File: src/design/tsrl_pkg.sv
// shared types, constants and codes for the schedule region lookup block
`timescale 1ns / 1ps

package tsrl_pkg;

   localparam int MAX_ENTRIES = 64;
   localparam int ADDR_W      = $clog2(MAX_ENTRIES);
   localparam int COUNT_W     = $clog2(MAX_ENTRIES + 1);

   localparam int EPOCH_W   = 40;
   localparam int OFFSET_W  = 32;
   localparam int WINDOW_W  = 16;
   localparam int TIME_W    = 41;
   localparam int CNT_REG_W = 7;
   localparam int ENTRY_W   = OFFSET_W + 2;

   localparam int REQ_DATA_W  = 80;
   localparam int RSP_DATA_W  = 128;
   localparam int CSR_INDEX_W = 2;
   localparam int CSR_DATA_W  = 40;

   // request word layout
   localparam int REQ_IDX_LSB    = 0;
   localparam int REQ_OFS_LSB    = 6;
   localparam int REQ_ON_BIT     = 38;
   localparam int REQ_RESUME_BIT = 39;
   localparam int REQ_NOW_LSB    = 40;

   typedef enum logic [CSR_INDEX_W-1:0] {
      CSR_EPOCH  = 2'd0,
      CSR_COUNT  = 2'd1,
      CSR_WINDOW = 2'd2
   } csr_index_type;

   localparam logic OP_WRITE = 1'b0;
   localparam logic OP_QUERY = 1'b1;

   typedef enum logic [2:0] {
      ST_IDLE,
      ST_PREP,
      ST_SCAN,
      ST_FINISH
   } state_type;

   typedef struct packed {
      logic              wr_en;
      logic              load_query;
      logic              prep;
      logic              rd_en;
      logic [ADDR_W-1:0] rd_addr;
      logic              proc;
      logic              load_out;
   } cmd_type;

   typedef struct packed {
      logic [COUNT_W-1:0] count_lim;
   } status_type;

endpackage

File: src/design/tsrl_ram.sv
// generic single write port ram with registered read
`timescale 1ns / 1ps

module tsrl_ram #(
   parameter int WIDTH = 8,
   parameter int DEPTH = 16
) (
   input  logic                     clock,
   input  logic                     wr_en,
   input  logic [$clog2(DEPTH)-1:0] wr_addr,
   input  logic [WIDTH-1:0]         wr_data,
   input  logic                     rd_en,
   input  logic [$clog2(DEPTH)-1:0] rd_addr,
   output logic [WIDTH-1:0]         rd_data
);

   logic [WIDTH-1:0] mem_ff [DEPTH];
   logic [WIDTH-1:0] rd_data_ff;

   always_ff @(posedge clock) begin
      if (wr_en) begin
         mem_ff[wr_addr] <= wr_data;
      end
      if (rd_en) begin
         rd_data_ff <= mem_ff[rd_addr];
      end
   end

   assign rd_data = rd_data_ff;

endmodule

File: src/design/tsrl_ctrl.sv
// sequencer for table writes and query scans
`timescale 1ns / 1ps

module tsrl_ctrl (
   input  logic                   clock,
   input  logic                   reset,
   input  logic                   req_tvalid,
   input  logic                   req_op,
   output logic                   req_tready,
   output logic                   rsp_tvalid,
   input  logic                   rsp_tready,
   input  tsrl_pkg::status_type   status,
   output tsrl_pkg::cmd_type      cmd
);

   tsrl_pkg::state_type state_ff, state_in;
   logic [tsrl_pkg::COUNT_W-1:0] idx_ff, idx_in;
   logic proc_ff;
   logic rsp_valid_ff, rsp_valid_in;
   logic more;
   logic out_free;

   assign more     = idx_ff < status.count_lim;
   assign out_free = !rsp_valid_ff || rsp_tready;

   // next state
   always_comb begin
      state_in = state_ff;
      unique case (state_ff)
         tsrl_pkg::ST_IDLE: begin
            if (req_tvalid && req_op == tsrl_pkg::OP_QUERY) begin
               state_in = tsrl_pkg::ST_PREP;
            end
         end
         tsrl_pkg::ST_PREP: begin
            state_in = tsrl_pkg::ST_SCAN;
         end
         tsrl_pkg::ST_SCAN: begin
            if (!more) begin
               state_in = tsrl_pkg::ST_FINISH;
            end
         end
         tsrl_pkg::ST_FINISH: begin
            if (out_free) begin
               state_in = tsrl_pkg::ST_IDLE;
            end
         end
         default: state_in = tsrl_pkg::ST_IDLE;
      endcase
   end

   // outputs
   always_comb begin
      req_tready     = 1'b0;
      cmd.wr_en      = 1'b0;
      cmd.load_query = 1'b0;
      cmd.prep       = 1'b0;
      cmd.rd_en      = 1'b0;
      cmd.rd_addr    = idx_ff[tsrl_pkg::ADDR_W-1:0];
      cmd.proc       = proc_ff;
      cmd.load_out   = 1'b0;
      unique case (state_ff)
         tsrl_pkg::ST_IDLE: begin
            req_tready     = 1'b1;
            cmd.wr_en      = req_tvalid && req_op == tsrl_pkg::OP_WRITE;
            cmd.load_query = req_tvalid && req_op == tsrl_pkg::OP_QUERY;
         end
         tsrl_pkg::ST_PREP: begin
            cmd.prep = 1'b1;
         end
         tsrl_pkg::ST_SCAN: begin
            cmd.rd_en = more;
         end
         tsrl_pkg::ST_FINISH: begin
            cmd.load_out = out_free;
         end
         default: begin
            req_tready = 1'b0;
         end
      endcase
   end

   always_comb begin
      idx_in = idx_ff;
      if (state_ff == tsrl_pkg::ST_PREP) begin
         idx_in = '0;
      end else if (cmd.rd_en) begin
         idx_in = idx_ff + 1'b1;
      end
   end

   always_comb begin
      rsp_valid_in = rsp_valid_ff;
      if (cmd.load_out) begin
         rsp_valid_in = 1'b1;
      end else if (rsp_tready) begin
         rsp_valid_in = 1'b0;
      end
   end

   always_ff @(posedge clock) begin
      if (reset) begin
         state_ff     <= tsrl_pkg::ST_IDLE;
         idx_ff       <= '0;
         proc_ff      <= 1'b0;
         rsp_valid_ff <= 1'b0;
      end else begin
         state_ff     <= state_in;
         idx_ff       <= idx_in;
         proc_ff      <= cmd.rd_en;
         rsp_valid_ff <= rsp_valid_in;
      end
   end

   assign rsp_tvalid = rsp_valid_ff;

endmodule

File: src/design/tsrl_dpath.sv
// config registers, entry table, scan accumulators and result register
`timescale 1ns / 1ps

module tsrl_dpath (
   input  logic                              clock,
   input  logic                              reset,
   input  logic                              csr_valid,
   input  logic [tsrl_pkg::CSR_INDEX_W-1:0]  csr_index,
   input  logic [tsrl_pkg::CSR_DATA_W-1:0]   csr_data,
   input  logic [tsrl_pkg::REQ_DATA_W-1:0]   req_data,
   input  tsrl_pkg::cmd_type                 cmd,
   output tsrl_pkg::status_type              status,
   output logic [tsrl_pkg::RSP_DATA_W-1:0]   rsp_data
);

   logic [tsrl_pkg::EPOCH_W-1:0]   epoch_ff;
   logic [tsrl_pkg::CNT_REG_W-1:0] count_ff;
   logic [tsrl_pkg::WINDOW_W-1:0]  window_ff;

   always_ff @(posedge clock) begin
      if (reset) begin
         epoch_ff  <= '0;
         count_ff  <= '0;
         window_ff <= '0;
      end else if (csr_valid) begin
         unique case (csr_index)
            tsrl_pkg::CSR_EPOCH:  epoch_ff  <= csr_data;
            tsrl_pkg::CSR_COUNT:  count_ff  <= csr_data[tsrl_pkg::CNT_REG_W-1:0];
            tsrl_pkg::CSR_WINDOW: window_ff <= csr_data[tsrl_pkg::WINDOW_W-1:0];
            default: ;
         endcase
      end
   end

   assign status.count_lim =
      (count_ff > tsrl_pkg::CNT_REG_W'(tsrl_pkg::MAX_ENTRIES))
         ? tsrl_pkg::COUNT_W'(tsrl_pkg::MAX_ENTRIES)
         : tsrl_pkg::COUNT_W'(count_ff);

   // request fields
   logic [tsrl_pkg::ADDR_W-1:0]   req_idx;
   logic [tsrl_pkg::OFFSET_W-1:0] req_ofs;
   logic                          req_on;
   logic                          req_resume;
   logic [tsrl_pkg::EPOCH_W-1:0]  req_now;

   assign req_idx    = req_data[tsrl_pkg::REQ_IDX_LSB +: tsrl_pkg::ADDR_W];
   assign req_ofs    = req_data[tsrl_pkg::REQ_OFS_LSB +: tsrl_pkg::OFFSET_W];
   assign req_on     = req_data[tsrl_pkg::REQ_ON_BIT];
   assign req_resume = req_data[tsrl_pkg::REQ_RESUME_BIT];
   assign req_now    = req_data[tsrl_pkg::REQ_NOW_LSB +: tsrl_pkg::EPOCH_W];

   // entry table: {resume, on, offset}
   logic [tsrl_pkg::ENTRY_W-1:0] rd_entry;

   tsrl_ram #(
      .WIDTH (tsrl_pkg::ENTRY_W),
      .DEPTH (tsrl_pkg::MAX_ENTRIES)
   ) u_table (
      .clock   (clock),
      .wr_en   (cmd.wr_en),
      .wr_addr (req_idx),
      .wr_data ({req_resume, req_on, req_ofs}),
      .rd_en   (cmd.rd_en),
      .rd_addr (cmd.rd_addr),
      .rd_data (rd_entry)
   );

   // query setup: elapsed, then elapsed minus window for the window test
   logic [tsrl_pkg::EPOCH_W-1:0] elapsed_ff;
   logic [tsrl_pkg::EPOCH_W-1:0] win_edge_ff;
   logic                         win_always_ff;

   always_ff @(posedge clock) begin
      if (cmd.load_query) begin
         elapsed_ff <= (req_now > epoch_ff) ? (req_now - epoch_ff) : '0;
      end
      if (cmd.prep) begin
         win_always_ff <= elapsed_ff < tsrl_pkg::EPOCH_W'(window_ff);
         win_edge_ff   <= elapsed_ff - tsrl_pkg::EPOCH_W'(window_ff);
      end
   end

   // per-entry evaluation
   logic [tsrl_pkg::OFFSET_W-1:0] ent_ofs;
   logic                          ent_on;
   logic                          ent_resume;
   logic [tsrl_pkg::EPOCH_W-1:0]  ent_ofs_x;
   logic [tsrl_pkg::TIME_W-1:0]   ent_abs;
   logic                          ent_earlier;
   logic                          ent_in_win;

   assign ent_ofs     = rd_entry[tsrl_pkg::OFFSET_W-1:0];
   assign ent_on      = rd_entry[tsrl_pkg::OFFSET_W];
   assign ent_resume  = rd_entry[tsrl_pkg::OFFSET_W+1];
   assign ent_ofs_x   = tsrl_pkg::EPOCH_W'(ent_ofs);
   assign ent_abs     = tsrl_pkg::TIME_W'(ent_ofs) + tsrl_pkg::TIME_W'(epoch_ff);
   assign ent_earlier = ent_ofs_x < elapsed_ff;
   // elapsed < ofs + window, rewritten so no sum is needed per entry
   assign ent_in_win  = win_always_ff || (ent_ofs_x > win_edge_ff);

   logic                        cur_on_ff, cur_res_ff, win_ff;
   logic [tsrl_pkg::TIME_W-1:0] start_ff;
   logic                        on_found_ff, off_found_ff;
   logic [tsrl_pkg::TIME_W-1:0] on_time_ff, off_time_ff;

   always_ff @(posedge clock) begin
      if (cmd.prep) begin
         cur_on_ff    <= 1'b0;
         cur_res_ff   <= 1'b0;
         win_ff       <= 1'b0;
         start_ff     <= '0;
         on_found_ff  <= 1'b0;
         on_time_ff   <= '0;
         off_found_ff <= 1'b0;
         off_time_ff  <= '0;
      end else if (cmd.proc) begin
         if (ent_earlier) begin
            cur_on_ff  <= ent_on;
            cur_res_ff <= ent_resume;
            start_ff   <= ent_abs;
            if (ent_in_win) begin
               win_ff <= 1'b1;
            end
         end else if (ent_on) begin
            if (!on_found_ff) begin
               on_found_ff <= 1'b1;
               on_time_ff  <= ent_abs;
            end
         end else begin
            if (!off_found_ff) begin
               off_found_ff <= 1'b1;
               off_time_ff  <= ent_abs;
            end
         end
      end
   end

   logic [tsrl_pkg::RSP_DATA_W-1:0] rsp_data_ff;

   always_ff @(posedge clock) begin
      if (cmd.load_out) begin
         rsp_data_ff <= {off_time_ff, off_found_ff, on_time_ff, on_found_ff,
                         start_ff, win_ff, cur_res_ff, cur_on_ff};
      end
   end

   assign rsp_data = rsp_data_ff;

endmodule

File: src/design/time_schedule_region_lookup.sv
// top level of the schedule region lookup block
//
// Input words arrive on req_*. req_tuser selects the operation: a write word
// stores one schedule entry (index, offset, on flag, resume flag) into the
// 64-entry table and answers nothing; a query word carries the current time
// and answers one word on rsp_* with the current region and the next on and
// off times. Registers (epoch, entry count, window length) are written on
// csr_*; the user must write them only while the block is idle, which the
// block itself leaves unchecked; csr_ready is always high. A query scans
// the table one entry per cycle through the single read port of the entry
// table, over entry_count entries (capped at 64), and req_tready stays low
// until its result is loaded for output. A result waiting for
// rsp_tready sits in an output register; the next write or query is taken
// meanwhile, and a following query only holds in its last step until the
// waiting word is taken.
// Reset clears the registers and the handshake state; table contents are
// undefined until written, and a query must only scan written entries.
`timescale 1ns / 1ps

module time_schedule_region_lookup (
   input  logic                               clock,
   input  logic                               reset,
   input  logic                               req_tvalid,
   output logic                               req_tready,
   // entry_index, entry_offset, entry_turns_on, entry_may_resume, now_seconds
   input  logic [tsrl_pkg::REQ_DATA_W-1:0]    req_tdata,
   // operation
   input  logic                               req_tuser,
   output logic                               rsp_tvalid,
   input  logic                               rsp_tready,
   // current_on, current_resume, in_window, window_start, next_on_found,
   // next_on_time, next_off_found, next_off_time
   output logic [tsrl_pkg::RSP_DATA_W-1:0]    rsp_tdata,
   input  logic                               csr_valid,
   output logic                               csr_ready,
   input  logic [tsrl_pkg::CSR_INDEX_W-1:0]   csr_index,
   input  logic [tsrl_pkg::CSR_DATA_W-1:0]    csr_data
);

   tsrl_pkg::cmd_type    cmd;
   tsrl_pkg::status_type status;

   assign csr_ready = 1'b1;

   tsrl_ctrl u_ctrl (
      .clock      (clock),
      .reset      (reset),
      .req_tvalid (req_tvalid),
      .req_op     (req_tuser),
      .req_tready (req_tready),
      .rsp_tvalid (rsp_tvalid),
      .rsp_tready (rsp_tready),
      .status     (status),
      .cmd        (cmd)
   );

   tsrl_dpath u_dpath (
      .clock     (clock),
      .reset     (reset),
      .csr_valid (csr_valid),
      .csr_index (csr_index),
      .csr_data  (csr_data),
      .req_data  (req_tdata),
      .cmd       (cmd),
      .status    (status),
      .rsp_data  (rsp_tdata)
   );

endmodule

File: config.mk
export PLATFORM = sky130hd
export DESIGN_NAME = time_schedule_region_lookup
export DESIGN_NICKNAME = d
export VERILOG_FILES = /design/src/design/tsrl_pkg.sv /design/src/design/tsrl_ram.sv /design/src/design/tsrl_ctrl.sv /design/src/design/tsrl_dpath.sv /design/src/design/time_schedule_region_lookup.sv
export SDC_FILE = /design/constraint.sdc
export NUM_CORES = 2
export LEC_CHECK = 0
export BUFFER_PORTS_ARGS = -buffer_cell sky130_fd_sc_hd__buf_2
export CAP_MARGIN = 0
export CORE_MARGIN = 4
export CORE_UTILIZATION = 37
export CTS_CLUSTER_DIAMETER = 60
export DETAILED_ROUTE_END_ITERATION = 16
export SYNTH_ARGS = -nofsm -noshare
export SYNTH_HDL_FRONTEND = slang
export SYNTH_HIERARCHICAL = 1
export SYNTH_SLANG_ARGS = --single-unit
File: constraint.sdc
create_clock -name clock -period 4.9 [get_ports clock]
set_clock_uncertainty 0.05 [all_clocks]
set_input_delay 0.98 -clock clock [delete_from_list [all_inputs] [get_ports clock]]
set_output_delay 0.98 -clock clock [all_outputs]
set_load 0.02 [all_outputs]
==> impl_metrics.yaml <==
clock_tree:
  cts_tree: "yes"
  cts.sinks: 2621
  cts_buffers: 273
  hold_buffers: 0
  post_cts_buffers: 0
  cts_resized: 0
  root_buffer: "clkbuf_16"
  clk-insertion-delay-late_ps: 860
  path_clk_slew_ps: 60
  cts_buffer_depth: 4
  ctsHtreeMaxLevel: 5
global_route:
  grt_pass1_vias: 57000
  grt_pass1_wl_um: 412000
  antenna_found_initial: 24
  grt_max_degree: 108
  grt-ovfl-total: 0
  track_usage_pct: 19.2
sta:
  tns_ps: 0
  min_period_ps: 4010
  rsz0062_at_grt: "false"
  slew_headroom_pct: 16.7
  timing.fmax_mhz: 249
  setup_viol: 0
  timing.final.crit_share_pct: 81.8
  report.final.slew_viol_count: 0
  hold_violations: 0
  tightest_slew_ps: 1250
synthesis:
  yosysTopAreaCellShare_pct: 69.2
  netlist.top_cell.by_area: "edfxtp_1"
  avgSynthCellArea_sq_um: 17.7
  ys_top_cells_by_count: "edfxtp_1, mux4_2, nand2_1"
  synth_seq_cells: 2621
  yosys.area_share.simple_pct: 4.65
  netlist-cell-type-count: 88
  synth_compound_area_share_pct: 5.17
  yosys_warnings: 6
  synth_area_leaders: "edfxtp_1, mux4_2, dfxtp_1, ha_1, mux2i_1"
  synthAdderAreaFrac_pct: 2.00
  syn-num-nets: 6222
  synthXorXnorAreaFrac_pct: 0.859
  synth_top_flop_cell: "edfxtp_1"
  synthMuxAreaShare_pct: 12.3
  synth-edff-count: 2419
  synth.most_common_cell: "edfxtp_1"
  synth.cell_area_sq_um: 105000
  yosysSeqAreaShare_pct: 73.0
  synthCells: 5928
  synth_top_family_by_area: "multiplexers"
  async_flop_share_pct: 0
critical_path:
  r2r-start: "u_dpath/u_table/rd_data[15]"
  cp_max_fo: 30
  worst_setup_path_end_kind: "flop"
  crit_required_ps: 5560
  worst-path-stages: 11
  slowest_stage: "a2111oi_0"
  r2r_cells: 11
  cp_top_family: "compound AO/OA/AOI/OAI gates"
  max_stage_delay_ps: 500
  path_buf_inv: 1
  criticalPathCategory: "reg -> reg"
  arrival_ps: 4670
  cp_cell_sequence: "ha_1 -> and3_1 -> a221oi_1 -> nor3_1 -> a2111oi_0 -> o211ai_1 -> a41oi_2 -> or2_1 -> buf_4 -> nand2_1 -> a21oi_1"
  r2r_setup_slack_ps: 890
  r2r_end: "u_dpath/off_time_ff[6]"
  startpoint_type: "flop"
die:
  die_h_um: 541
  initial_core_util_pct: 37.2
  rows: 195
  io_pins: 259
  die_area_sq_um: 292000
  design.core.area_sq_um: 282000
  die_width_um: 541
worst_hold_path:
  min_from: "csr_data[14]"
  min_to: "u_dpath/epoch_ff[14]"
  min_path_cells: 3
  hold_path_class: "in -> reg"
run:
  drv_cap: 0
routing:
  antenna_left: 0
  drc: 0
  wl_um: 288000
  routedWlPerCell_um: 27.8
  vias: 58200
  vias_per_cell: 5.63
  first_pass_iters: 6
  first_iter_violations: 6247
outcome:
  status: "finished clean"
place:
  io_buffers: 257
  dp_hpwl_um: 175000
  detailed_place.area_sq_um: 112000
  gp_congestion: 0.868
power_and_ir_drop:
  powerDensity_nw_per_um2: 402
  ir_worst_vdd_mv: 0.331
  p_leak_nw: 38.2
cells_and_area:
  multi_input_area_sq_um: 26800
  register_area_sq_um: 76700
  post-route-cell-area_sq_um: 121000
  fill_cells: 24500
  drive_gt1_share_pct: 22.6
  area_growth_pct: 15.3
  num-nets-final: 6680
worst reg2reg max path: cells and delay by family (launching register included):
family	cells	cell delay, ps
AOI/OAI and AO/OA	5	1880
and+or+nand+nor	4	760
DFF	1	470
buffers and inverters	1	410
adders and majority gates	1	340
final cells by class:
| cell class | count | share of cell area [%] |
|---|---|---|
| flip-flops and latches | 2621 | 63.3 |
| multi-input cells | 2848 | 22.1 |
| clock buffers | 352 | 6.05 |
| well taps | 3743 | 3.87 |
| repair buffers | 480 | 3.06 |
| clock inverters | 126 | 1.05 |
| inverters | 162 | 0.504 |
| diodes | 13 | 0.0269 |
cell usage in the layout (no fill, tap or decap), types with 59 or more instances in the layout:
cell type  netlist  final
edfxtp_1      2419   2419
mux4_2         472    472
nand2_1        438    437
clkbuf_16        0    282
a21oi_1        280    280
buf_2           75    257
dfxtp_1        202    197
nor2_1         245    180
mux2i_1        165    165
buf_4           31    163
ha_1           163    162
inv_1          160    160
nand3_1        104    104
o22ai_1         86     86
xnor2_1         78     78
nand4_1         70     70
clkbuf_1       144     69
o21ai_0         66     66
nor2_4           1     64
buf_12           0     60
a211oi_1        59     59
per-stage QoR:
step	power, W	worst slack (ps)	hold slack (ps)	cells	utilization [%]
6_report	0.0487	891	371	10300	42.9
5_1_grt	0.0504	673	354	10300	42.9
4_1_cts	0.0491	946	310	10300	42.9
3_5_place_dp	0.0290	460	366	9854	39.8
3_3_place_gp	0.0289	517	364	9854	39.8
2_1_floorplan	0.0277	409	350	5928	-
where the power goes:
part           leakage [nW]  internal, W  total (W)  switching (W)
Clock                  4.20       0.0117     0.0202        0.00846
Combinational          10.5      0.00126    0.00337        0.00211
Sequential             23.5       0.0249     0.0252       0.000234
metal layers:
layer / routed length [um] / part of all wire [%] / GRT usage (%)
met5: 94 / 0.033 / 0
met4: 7410 / 2.6 / 4.96
met3: 25500 / 8.9 / 3.74
met2: 133000 / 46 / 30.2
met1: 122000 / 42 / 27.6
worst max path at each step:
stage / start / end / slack, ps
finish: u_dpath/u_table/rd_data[15] / u_dpath/off_time_ff[6] / 890
global route: u_dpath/u_table/rd_data[15] / u_dpath/off_time_ff[1] / 670
CTS: u_dpath/u_table/rd_data[15] / u_dpath/off_time_ff[6] / 950
detailed placement: req_tdata[40] / u_dpath/elapsed_ff[34] / 460
global placement: req_tdata[40] / u_dpath/elapsed_ff[34] / 520
floorplan: req_tvalid / u_dpath/u_table/mem_ff[48][0] / 410
state kept, by name, summed over array words and instances (netlist names), 2 cells and up:
register	cells
u_dpath/on_time_ff	41
u_dpath/rsp_data	128
u_ctrl/idx_ff	7
u_dpath/off_time_ff	41
u_dpath/start_ff	41
u_dpath/u_table/rd_data	34
u_ctrl/state_ff	2
u_dpath/win_edge_ff	40
u_dpath/window_ff	16
u_dpath/u_table/mem_ff	2176
u_dpath/epoch_ff	40
u_dpath/elapsed_ff	40
u_dpath/count_ff	7
kinds of logic after synthesis:
group,count (synthesis)
buffers and inverters,459
muxes,692
xor gates and xnor gates,103
AOI/OAI and AO/OA,819
DFF,2621
and+or+nand+nor,1067
other,1
adders and majority gates,166
Power figures use the tool's default switching activity.
